`config.mk`:
```
export PLATFORM = sky130hd
export DESIGN_NAME = fixed_partition_fit_allocator_flat
export DESIGN_NICKNAME = d
export VERILOG_FILES = /design/src/design/fpa_pkg.sv /design/src/design/fpa_intf.sv /design/src/design/fixed_partition_fit_allocator.sv /design/src/design/fpa_ram.sv /design/src/design/fpa_ctrl.sv /design/src/design/fpa_dp.sv /design/src/flat_wrapper.sv
export SDC_FILE = /design/constraint.sdc
export NUM_CORES = 1
export LEC_CHECK = 0
export ABC_AREA = 1
export BUFFER_PORTS_ARGS = -buffer_cell sky130_fd_sc_hd__buf_2
export CAP_MARGIN = 30
export CORE_MARGIN = 4
export CORE_UTILIZATION = 66
export DETAILED_ROUTE_END_ITERATION = 10
export HOLD_SLACK_MARGIN = 0.1
export PLACE_DENSITY = 0.95
export SLEW_MARGIN = 30
export SYNTH_ARGS = -nofsm -noshare
export SYNTH_HDL_FRONTEND = slang
export SYNTH_SLANG_ARGS = --single-unit
```
`constraint.sdc`:
```
create_clock -name clk -period 4.85 [get_ports clk]
set_clock_uncertainty 0.1 [all_clocks]
set_input_delay 0.485 -clock clk [delete_from_list [all_inputs] [get_ports clk]]
set_output_delay 0.485 -clock clk [all_outputs]
set_load 0.05 [all_outputs]
```
`src/design/fpa_pkg.sv`:
```
// shared constants, default size table and control structs of the fit allocator
package fpa_pkg;

  localparam logic [1:0] FUNC_ALLOC   = 2'd0;
  localparam logic [1:0] FUNC_RELEASE = 2'd1;
  localparam logic [1:0] FUNC_LOAD    = 2'd2;

  localparam logic [1:0] ST_OK           = 2'd0;
  localparam logic [1:0] ST_NO_FIT       = 2'd1;
  localparam logic [1:0] ST_BAD_INDEX    = 2'd2;
  localparam logic [1:0] ST_ALREADY_FREE = 2'd3;

  localparam logic [1:0] POL_FIRST = 2'd0;
  localparam logic [1:0] POL_BEST  = 2'd1;
  localparam logic [1:0] POL_WORST = 2'd2;

  typedef struct packed {
    logic capture;
    logic scan_start;
    logic finish;
  } fpa_cmd_t;

  typedef struct packed {
    logic cmp_last;
    logic out_free;
  } fpa_sts_t;

  // power-on size of each block; blocks past the tenth start at zero
  function automatic logic [31:0] default_size(input logic [5:0] idx);
    logic [31:0] sz;
    case (idx)
      6'd0:    sz = 32'd100;
      6'd1:    sz = 32'd250;
      6'd2:    sz = 32'd80;
      6'd3:    sz = 32'd300;
      6'd4:    sz = 32'd150;
      6'd5:    sz = 32'd500;
      6'd6:    sz = 32'd120;
      6'd7:    sz = 32'd200;
      6'd8:    sz = 32'd350;
      6'd9:    sz = 32'd90;
      default: sz = 32'd0;
    endcase
    return sz;
  endfunction

endpackage

```
`src/design/fpa_intf.sv`:
```
// request and result channel interfaces of the fit allocator

interface fpa_in_if;
  logic        valid;
  logic        ready;
  logic [1:0]  func;
  logic [15:0] req_size;
  logic [5:0]  block_index;
  logic [15:0] load_size;

  modport source (output valid, func, req_size, block_index, load_size, input ready);
  modport sink   (input valid, func, req_size, block_index, load_size, output ready);
endinterface

interface fpa_out_if;
  logic       valid;
  logic       ready;
  logic [1:0] status;
  logic [5:0] slot_index;

  modport source (output valid, status, slot_index, input ready);
  modport sink   (input valid, status, slot_index, output ready);
endinterface

```
`src/design/fixed_partition_fit_allocator.sv`:
```
// allocate: the result word follows a scan of every block through the one read port of the size ram
// release and load: no scan; the result word is registered once the output register is free
// one item is worked on at a time: a new item is taken only after the previous one has finished
// a new item is taken while the previous result word still waits on the output
// reset: fit policy first fit, all blocks free, sizes read as power-on defaults until loaded
// reset needs no clearing pass; the block accepts items in the first cycle after reset
module fixed_partition_fit_allocator #(
  parameter int NUM_BLOCKS = 10,
  parameter int SIZE_WIDTH = 16
) (
  input  logic        clk,
  input  logic        rst_n,
  fpa_in_if.sink      in_ch,
  fpa_out_if.source   out_ch,
  input  logic        cfg_valid,
  output logic        cfg_ready,
  input  logic [1:0]  cfg_fit_policy
);
  import fpa_pkg::*;

  logic [1:0] fit_policy_r;
  fpa_cmd_t   cmd;
  fpa_sts_t   sts;

  assign cfg_ready = 1'b1;

  always_ff @(posedge clk) begin
    if (!rst_n) begin
      fit_policy_r <= POL_FIRST;
    end else if (cfg_valid && cfg_ready) begin
      fit_policy_r <= cfg_fit_policy;
    end
  end

  fpa_ctrl u_ctrl (
    .clk      (clk),
    .rst_n    (rst_n),
    .in_valid (in_ch.valid),
    .in_func  (in_ch.func),
    .sts      (sts),
    .cmd      (cmd),
    .in_ready (in_ch.ready)
  );

  fpa_dp #(.NUM_BLOCKS(NUM_BLOCKS), .SIZE_WIDTH(SIZE_WIDTH)) u_dp (
    .clk            (clk),
    .rst_n          (rst_n),
    .cmd            (cmd),
    .sts            (sts),
    .in_func        (in_ch.func),
    .in_req_size    (in_ch.req_size),
    .in_block_index (in_ch.block_index),
    .in_load_size   (in_ch.load_size),
    .fit_policy     (fit_policy_r),
    .out_ready      (out_ch.ready),
    .out_valid      (out_ch.valid),
    .out_status     (out_ch.status),
    .out_slot_index (out_ch.slot_index)
  );

  // one item in flight: no second word taken right after one is accepted
  a_one_in_flight: assert property (@(posedge clk) disable iff (!rst_n)
    (in_ch.valid && in_ch.ready) |=> !in_ch.ready)
    else $error("input taken while an item is in flight");

  a_slot_in_range: assert property (@(posedge clk) disable iff (!rst_n)
    out_ch.valid |-> ({1'b0, out_ch.slot_index} < 7'(NUM_BLOCKS)))
    else $error("result slot beyond the block table");

  a_err_slot_zero: assert property (@(posedge clk) disable iff (!rst_n)
    (out_ch.valid && (out_ch.status != ST_OK)) |-> (out_ch.slot_index == 6'd0))
    else $error("error result carries a nonzero slot");

endmodule

```
`src/design/fpa_ram.sv`:
```
// generic single write port ram with registered read
module fpa_ram #(
  parameter int WIDTH = 16,
  parameter int DEPTH = 10
) (
  input  logic                                 clk,
  input  logic                                 we,
  input  logic [(DEPTH > 1 ? $clog2(DEPTH) : 1)-1:0] waddr,
  input  logic [WIDTH-1:0]                     wdata,
  input  logic [(DEPTH > 1 ? $clog2(DEPTH) : 1)-1:0] raddr,
  output logic [WIDTH-1:0]                     rdata
);

  logic [WIDTH-1:0] mem [DEPTH];

  always_ff @(posedge clk) begin
    if (we) begin
      mem[waddr] <= wdata;
    end
    rdata <= mem[raddr];
  end

endmodule

```
`src/design/fpa_ctrl.sv`:
```
// sequencing state machine of the fit allocator
module fpa_ctrl (
  input  logic             clk,
  input  logic             rst_n,
  input  logic             in_valid,
  input  logic [1:0]       in_func,
  input  fpa_pkg::fpa_sts_t sts,
  output fpa_pkg::fpa_cmd_t cmd,
  output logic             in_ready
);
  import fpa_pkg::*;

  localparam logic [1:0] S_IDLE   = 2'd0;
  localparam logic [1:0] S_SCAN   = 2'd1;
  localparam logic [1:0] S_FINISH = 2'd2;

  logic [1:0] state_r, state_nxt;
  logic       in_fire;

  assign in_ready = (state_r == S_IDLE);
  assign in_fire  = in_valid && in_ready;

  always_comb begin
    state_nxt      = state_r;
    cmd.capture    = 1'b0;
    cmd.scan_start = 1'b0;
    cmd.finish     = 1'b0;
    case (state_r)
      S_IDLE: begin
        if (in_fire) begin
          cmd.capture = 1'b1;
          if (in_func == FUNC_ALLOC) begin
            cmd.scan_start = 1'b1;
            state_nxt      = S_SCAN;
          end else begin
            state_nxt = S_FINISH;
          end
        end
      end
      S_SCAN: begin
        if (sts.cmp_last) begin
          state_nxt = S_FINISH;
        end
      end
      S_FINISH: begin
        // hold until the result register can take the word
        if (sts.out_free) begin
          cmd.finish = 1'b1;
          state_nxt  = S_IDLE;
        end
      end
      default: state_nxt = S_IDLE;
    endcase
  end

  always_ff @(posedge clk) begin
    if (!rst_n) begin
      state_r <= S_IDLE;
    end else begin
      state_r <= state_nxt;
    end
  end

endmodule

```
`src/design/fpa_dp.sv`:
```
// size table, busy marks, fit scan and result register of the fit allocator
module fpa_dp #(
  parameter int NUM_BLOCKS = 10,
  parameter int SIZE_WIDTH = 16
) (
  input  logic              clk,
  input  logic              rst_n,
  input  fpa_pkg::fpa_cmd_t cmd,
  output fpa_pkg::fpa_sts_t sts,
  input  logic [1:0]        in_func,
  input  logic [15:0]       in_req_size,
  input  logic [5:0]        in_block_index,
  input  logic [15:0]       in_load_size,
  input  logic [1:0]        fit_policy,
  input  logic              out_ready,
  output logic              out_valid,
  output logic [1:0]        out_status,
  output logic [5:0]        out_slot_index
);
  import fpa_pkg::*;

  localparam int IW = (NUM_BLOCKS > 1) ? $clog2(NUM_BLOCKS) : 1;
  localparam int CW = (SIZE_WIDTH > 16) ? SIZE_WIDTH : 16;
  localparam logic [IW-1:0] LAST_IDX = IW'(NUM_BLOCKS - 1);

  // captured item
  logic [1:0]  func_r;
  logic [15:0] req_r;
  logic [5:0]  idx_r;
  logic [15:0] load_r;

  logic [NUM_BLOCKS-1:0] busy_r;
  logic [NUM_BLOCKS-1:0] vld_r;

  logic [IW-1:0]         rd_idx_r;
  logic                  rd_act_r;
  logic [IW-1:0]         cmp_idx_r;
  logic                  cmp_act_r;
  logic                  vld_q_r;
  logic                  found_r;
  logic [IW-1:0]         best_idx_r;
  logic [SIZE_WIDTH-1:0] best_size_r;

  logic                  out_valid_r;
  logic [1:0]            out_status_r;
  logic [5:0]            out_slot_r;

  logic [SIZE_WIDTH-1:0] ram_q;
  logic [SIZE_WIDTH-1:0] size_c;
  logic                  fits;
  logic                  take;
  logic                  idx_ok;
  logic [IW-1:0]         idx_sel;
  logic                  busy_at;
  logic                  wr_en;
  logic [1:0]            res_status;
  logic [5:0]            res_slot;

  assign idx_ok  = ({1'b0, idx_r} < 7'(NUM_BLOCKS));
  assign idx_sel = idx_r[IW-1:0];
  assign busy_at = idx_ok && busy_r[idx_sel];
  assign wr_en   = cmd.finish && (func_r == FUNC_LOAD) && idx_ok;

  fpa_ram #(.WIDTH(SIZE_WIDTH), .DEPTH(NUM_BLOCKS)) u_size_ram (
    .clk   (clk),
    .we    (wr_en),
    .waddr (idx_sel),
    .wdata (SIZE_WIDTH'(load_r)),
    .raddr (rd_idx_r),
    .rdata (ram_q)
  );

  // entries never loaded read as their power-on size
  assign size_c = vld_q_r ? ram_q : SIZE_WIDTH'(default_size(6'(cmp_idx_r)));
  assign fits   = !busy_r[cmp_idx_r] && (CW'(size_c) >= CW'(req_r));

  always_comb begin
    take = 1'b0;
    if (fits) begin
      if (!found_r) begin
        take = 1'b1;
      end else if (fit_policy == POL_BEST) begin
        take = (size_c < best_size_r);
      end else if (fit_policy == POL_WORST) begin
        take = (size_c > best_size_r);
      end
    end
  end

  always_comb begin
    res_status = ST_OK;
    res_slot   = 6'd0;
    case (func_r)
      FUNC_ALLOC: begin
        if (found_r) begin
          res_slot = 6'(best_idx_r);
        end else begin
          res_status = ST_NO_FIT;
        end
      end
      FUNC_RELEASE: begin
        if (!idx_ok) begin
          res_status = ST_BAD_INDEX;
        end else if (!busy_at) begin
          res_status = ST_ALREADY_FREE;
        end else begin
          res_slot = idx_r;
        end
      end
      FUNC_LOAD: begin
        if (!idx_ok) begin
          res_status = ST_BAD_INDEX;
        end else begin
          res_slot = idx_r;
        end
      end
      default: begin
        res_status = ST_OK;
        res_slot   = 6'd0;
      end
    endcase
  end

  assign sts.cmp_last = cmp_act_r && (cmp_idx_r == LAST_IDX);
  assign sts.out_free = !out_valid_r || out_ready;

  assign out_valid      = out_valid_r;
  assign out_status     = out_status_r;
  assign out_slot_index = out_slot_r;

  // payload registers
  always_ff @(posedge clk) begin
    if (cmd.capture) begin
      func_r <= in_func;
      req_r  <= in_req_size;
      idx_r  <= in_block_index;
      load_r <= in_load_size;
    end
    cmp_idx_r <= rd_idx_r;
    vld_q_r   <= vld_r[rd_idx_r];
    if (cmp_act_r && take) begin
      best_idx_r  <= cmp_idx_r;
      best_size_r <= size_c;
    end
    if (cmd.finish) begin
      out_status_r <= res_status;
      out_slot_r   <= res_slot;
    end
  end

  // control registers
  always_ff @(posedge clk) begin
    if (!rst_n) begin
      busy_r      <= '0;
      vld_r       <= '0;
      rd_idx_r    <= '0;
      rd_act_r    <= 1'b0;
      cmp_act_r   <= 1'b0;
      found_r     <= 1'b0;
      out_valid_r <= 1'b0;
    end else begin
      cmp_act_r <= rd_act_r;
      if (cmd.scan_start) begin
        rd_idx_r <= '0;
        rd_act_r <= 1'b1;
        found_r  <= 1'b0;
      end else begin
        if (rd_act_r) begin
          rd_idx_r <= rd_idx_r + 1'b1;
          if (rd_idx_r == LAST_IDX) begin
            rd_act_r <= 1'b0;
          end
        end
        if (cmp_act_r && take) begin
          found_r <= 1'b1;
        end
      end
      if (cmd.finish) begin
        if ((func_r == FUNC_ALLOC) && found_r) begin
          busy_r[best_idx_r] <= 1'b1;
        end
        if ((func_r == FUNC_RELEASE) && busy_at) begin
          busy_r[idx_sel] <= 1'b0;
        end
        if (wr_en) begin
          vld_r[idx_sel] <= 1'b1;
        end
      end
      if (cmd.finish) begin
        out_valid_r <= 1'b1;
      end else if (out_ready) begin
        out_valid_r <= 1'b0;
      end
    end
  end

endmodule
```
`src/flat_wrapper.sv`:
```
// flat-port wrapper written by rule: the top's interface ports become plain ports
module fixed_partition_fit_allocator_flat import fpa_pkg::*;
#(
  parameter int NUM_BLOCKS = 10,
  parameter int SIZE_WIDTH = 16
)
  (clk, rst_n, cfg_valid, cfg_ready, cfg_fit_policy, in_ch_valid, in_ch_func, in_ch_req_size, in_ch_block_index, in_ch_load_size, in_ch_ready, out_ch_valid, out_ch_status, out_ch_slot_index, out_ch_ready);
  fpa_in_if in_ch_i ();
  fpa_out_if out_ch_i ();
  input  logic clk;
  input  logic rst_n;
  input  logic cfg_valid;
  output logic cfg_ready;
  input  logic [1:0] cfg_fit_policy;
  input wire logic [$bits(in_ch_i.valid)-1:0] in_ch_valid;
  input wire logic [$bits(in_ch_i.func)-1:0] in_ch_func;
  input wire logic [$bits(in_ch_i.req_size)-1:0] in_ch_req_size;
  input wire logic [$bits(in_ch_i.block_index)-1:0] in_ch_block_index;
  input wire logic [$bits(in_ch_i.load_size)-1:0] in_ch_load_size;
  output wire logic [$bits(in_ch_i.ready)-1:0] in_ch_ready;
  output wire logic [$bits(out_ch_i.valid)-1:0] out_ch_valid;
  output wire logic [$bits(out_ch_i.status)-1:0] out_ch_status;
  output wire logic [$bits(out_ch_i.slot_index)-1:0] out_ch_slot_index;
  input wire logic [$bits(out_ch_i.ready)-1:0] out_ch_ready;
  assign in_ch_i.valid = in_ch_valid;
  assign in_ch_i.func = in_ch_func;
  assign in_ch_i.req_size = in_ch_req_size;
  assign in_ch_i.block_index = in_ch_block_index;
  assign in_ch_i.load_size = in_ch_load_size;
  assign in_ch_ready = in_ch_i.ready;
  assign out_ch_valid = out_ch_i.valid;
  assign out_ch_status = out_ch_i.status;
  assign out_ch_slot_index = out_ch_i.slot_index;
  assign out_ch_i.ready = out_ch_ready;
  fixed_partition_fit_allocator #(.NUM_BLOCKS(NUM_BLOCKS), .SIZE_WIDTH(SIZE_WIDTH)) u_core (.clk(clk), .rst_n(rst_n), .in_ch(in_ch_i), .out_ch(out_ch_i), .cfg_valid(cfg_valid), .cfg_ready(cfg_ready), .cfg_fit_policy(cfg_fit_policy));
endmodule
```
==> impl_metrics.csv <==
group,metric,value,unit
floorplanning,initial_core_util,67.8,%
timing,fin_ws,1700,ps
route,dr.pass1.iters,6,
grt,grt_start_max_net_pins,95,
synth,synth.cell_area,0.0119,mm²
clock_tree,cts_buffer_depth,3,
power_and_ir_drop,p_leak,5.47,nW
timing,fmax,0.318,GHz
layout,final_cells,1396,
clock_tree,cts.repair.resized,0,
layout,layout_common_cells,"228 x edfxtp_1, 158 x nor2_1, 148 x nand2_1",
route,drc,0,
floorplanning,die_w,142,µm
hold_path,hold_class,"input port to register",
timing,post-route-period-util,64.9,%
timing,final_max_slew_viol_count,0,
timing,hold_viol,0,
synth,synth_top_area_share,57.7,%
floorplanning,rows,48,
clock_tree,insertion_delay,540,ps
clock_tree,post_cts_buffers,0,
layout,antenna_cells,0,
synth,synth_edf_count,228,
timing,finalSetupTns,0,ps
grt,antenna_found_initial,0,
route,num_vias,8229,
clock_tree,cts_tree,"built",
setup_path,path_class,"register to register",
synth,synth_top_area_cell,"edfxtp_1",
route,drtIter0Drc,817,
synth,netlist_top_cells_area,"edfxtp_1 58%, dfxtp_1 10%, nor2_1 5.0%",
grt,grt_pass1_vias,8248,
synth,yosysSeqAreaShare,68.0,%
synth,synth-seq-cells,289,
power_and_ir_drop,power_density,385,mW/mm²
timing,layout_min_cycle_time,3150,ps
grt,grt_overflow,0,
power_and_ir_drop,ir_drop,0.537,mV
layout,final_nets,1234,
setup_path,arrival,3220,ps
synth,syn_inst,1056,
floorplanning,core_area,0.0175,mm²
synth,synth_top_flop_cell,"edfxtp_1",
setup_path,worst_setup_path_start_kind,"register",
placement,port_buffers,56,
grt,grt_usage,26.3,%
layout,drive_above_1_share,10.6,%
route,drt-total-wl,26300,µm
timing,rsz0062_at_grt,"no",
timing,slew-limit-headroom,38.0,%
setup_path,end_kind,"register",
synth,synth.distinct_cells,38,
layout,area_delta_synth_final,15.0,%
route,avgRoutedWirePerCell,18.8,µm
job,drv_cap,0,
clock_tree,hold_buffers,40,
timing,setup_violations,0,
synth,syn_area_per_cell,11.2,µm²
clock_tree,path_clk_slew,60,ps
clock_tree,clock-sinks,289,
floorplanning,io-pin-count,58,
timing,worstMarginPinSlew,929,ps
clock_tree,root_buffer,"clkbuf_16",
setup_path,worstPathMaxFanout,20,
route,antenna_left,0,
placement,hpwl,15800,µm
setup_path,cp.required,4920,ps
clock_tree,cts_inserted_buffers,28,
floorplanning,die_h,142,µm
floorplanning,dieArea,0.0202,mm²
placement,globalplace.congestion,0.905,
synth,synthArstFlopShare,0,%
run_status,outcome,"finished clean",
layout,final_common_cell,"edfxtp_1",
placement,dp_cells,1303,
synth,yosysWarnings,0,
clock_tree,htreeDepth,1,
route,vias_per_cell,5.89,
placement,post-place-ws,1720,ps
grt,grt_pass1_wl,41700,µm
final timing paths:
check	from	endpoint	slack, ps	depth (start not counted)
min reg2reg	u_core.u_dp.vld_r[1]$_SDFFE_PN0P_	u_core.u_dp.vld_r[1]$_SDFFE_PN0P_	360	2
max	u_core.u_dp.vld_q_r$_DFF_P_	u_core.u_dp.best_idx_r[0]$_DFFE_PP_	1700	12
min	cfg_fit_policy[1]	u_core.fit_policy_r[1]$_SDFFE_PN0P_	130	3
max reg2reg	u_core.u_dp.vld_q_r$_DFF_P_	u_core.u_dp.best_idx_r[0]$_DFFE_PP_	1700	12
Yosys cell counts (4+ instances only):
cell	n
a21oi_1	38
buf_2	16
buf_4	7
clkbuf_1	15
dfxtp_1	61
edfxtp_1	228
ha_1	38
inv_1	110
inv_2	4
mux2_2	8
nand2_1	148
nand3_1	42
nor2_1	159
o21a_1	4
o21ai_0	111
o221ai_1	10
o22ai_1	23
registers in the layout (all words and copies together) (netlist names), named ones only:
register and count:
u_core.u_dp.out_status 2, u_core.u_dp.cmp_act_r 1, u_core.u_dp.u_size_ram.mem 160, u_core.u_ctrl.state_r 2, u_core.u_dp.found_r 1, u_core.u_dp.out_valid 1
u_core.u_dp.rd_act_r 1, u_core.fit_policy_r 2, u_core.u_dp.req_r 16, u_core.u_dp.vld_r 10, u_core.u_dp.load_r 16, u_core.u_dp.best_idx_r 4
u_core.u_dp.busy_r 10, u_core.u_dp.out_slot_index 6, u_core.u_dp.u_size_ram.rdata 16, u_core.u_dp.rd_idx_r 4, u_core.u_dp.cmp_idx_r 4, u_core.u_dp.vld_q_r 1
u_core.u_dp.func_r 2, u_core.u_dp.idx_r 6, u_core.u_dp.best_size_r 16
layer usage:
metal  global-route usage (%)  vias to the layer above  share of wire (%)
li1                         -                     3815                  -
met1                     34.4                     3903                 38
met2                     44.3                      431                 50
met3                     4.03                       80                8.6
met4                     10.9                        0                3.5
met5                        0                        -                  0
critical path, cell delays in order (launching register included):
cell and delay, ps:
dfxtp_1 710, mux2_2 440, ha_1 310, nand2_1 70
nor2_1 160, nand2_1 90, nand2_1 70, nand2_1 40
nand3_1 70, nand2_1 60, inv_1 50, nand2_1 40
inv_1 550
cell families after synthesis:
logic type | count (synthesis) | synth area share, %
DFF | 289 | 68.0
muxes | 9 | 0.844
buffers and inverters | 157 | 5.46
adders and majority gates | 38 | 4.01
other | 2 | 0.0633
xor gates and xnor gates | 1 | 0.0739
AOI/OAI and AO/OA | 199 | 9.28
and+or+nand+nor | 361 | 12.2
final cells by class:
class | count | area, µm²
Clock inverter | 7 | 114
Timing Repair Buffer | 102 | 729
Sequential cell | 289 | 8070
Multi-Input combinational cell | 611 | 3160
Tap cell | 225 | 282
Inverter | 117 | 442
Fill cell | 966 | 3840
Clock buffer | 45 | 836
power breakdown:
group	switching, W	internal, W	leakage (nW)	total [W]
Sequential	0.0000482	0.00274	2.57	0.00278
Clock	0.000891	0.00129	0.460	0.00218
Combinational	0.000182	0.0000987	2.43	0.000280
Total	0.00112	0.00413	5.47	0.00525
per-stage QoR:
stage	area [µm²]	hold slack, ps	power [W]	util [%]
CTS	13600	107	0.00526	77.9
global placement	12300	342	0.00306	70.2
floorplan	11900	226	0.00299	-
finish	13600	126	0.00525	78.0
global route	13600	137	0.00542	78.0
detailed placement	12300	348	0.00308	70.2
Power figures use the tool's default switching activity.
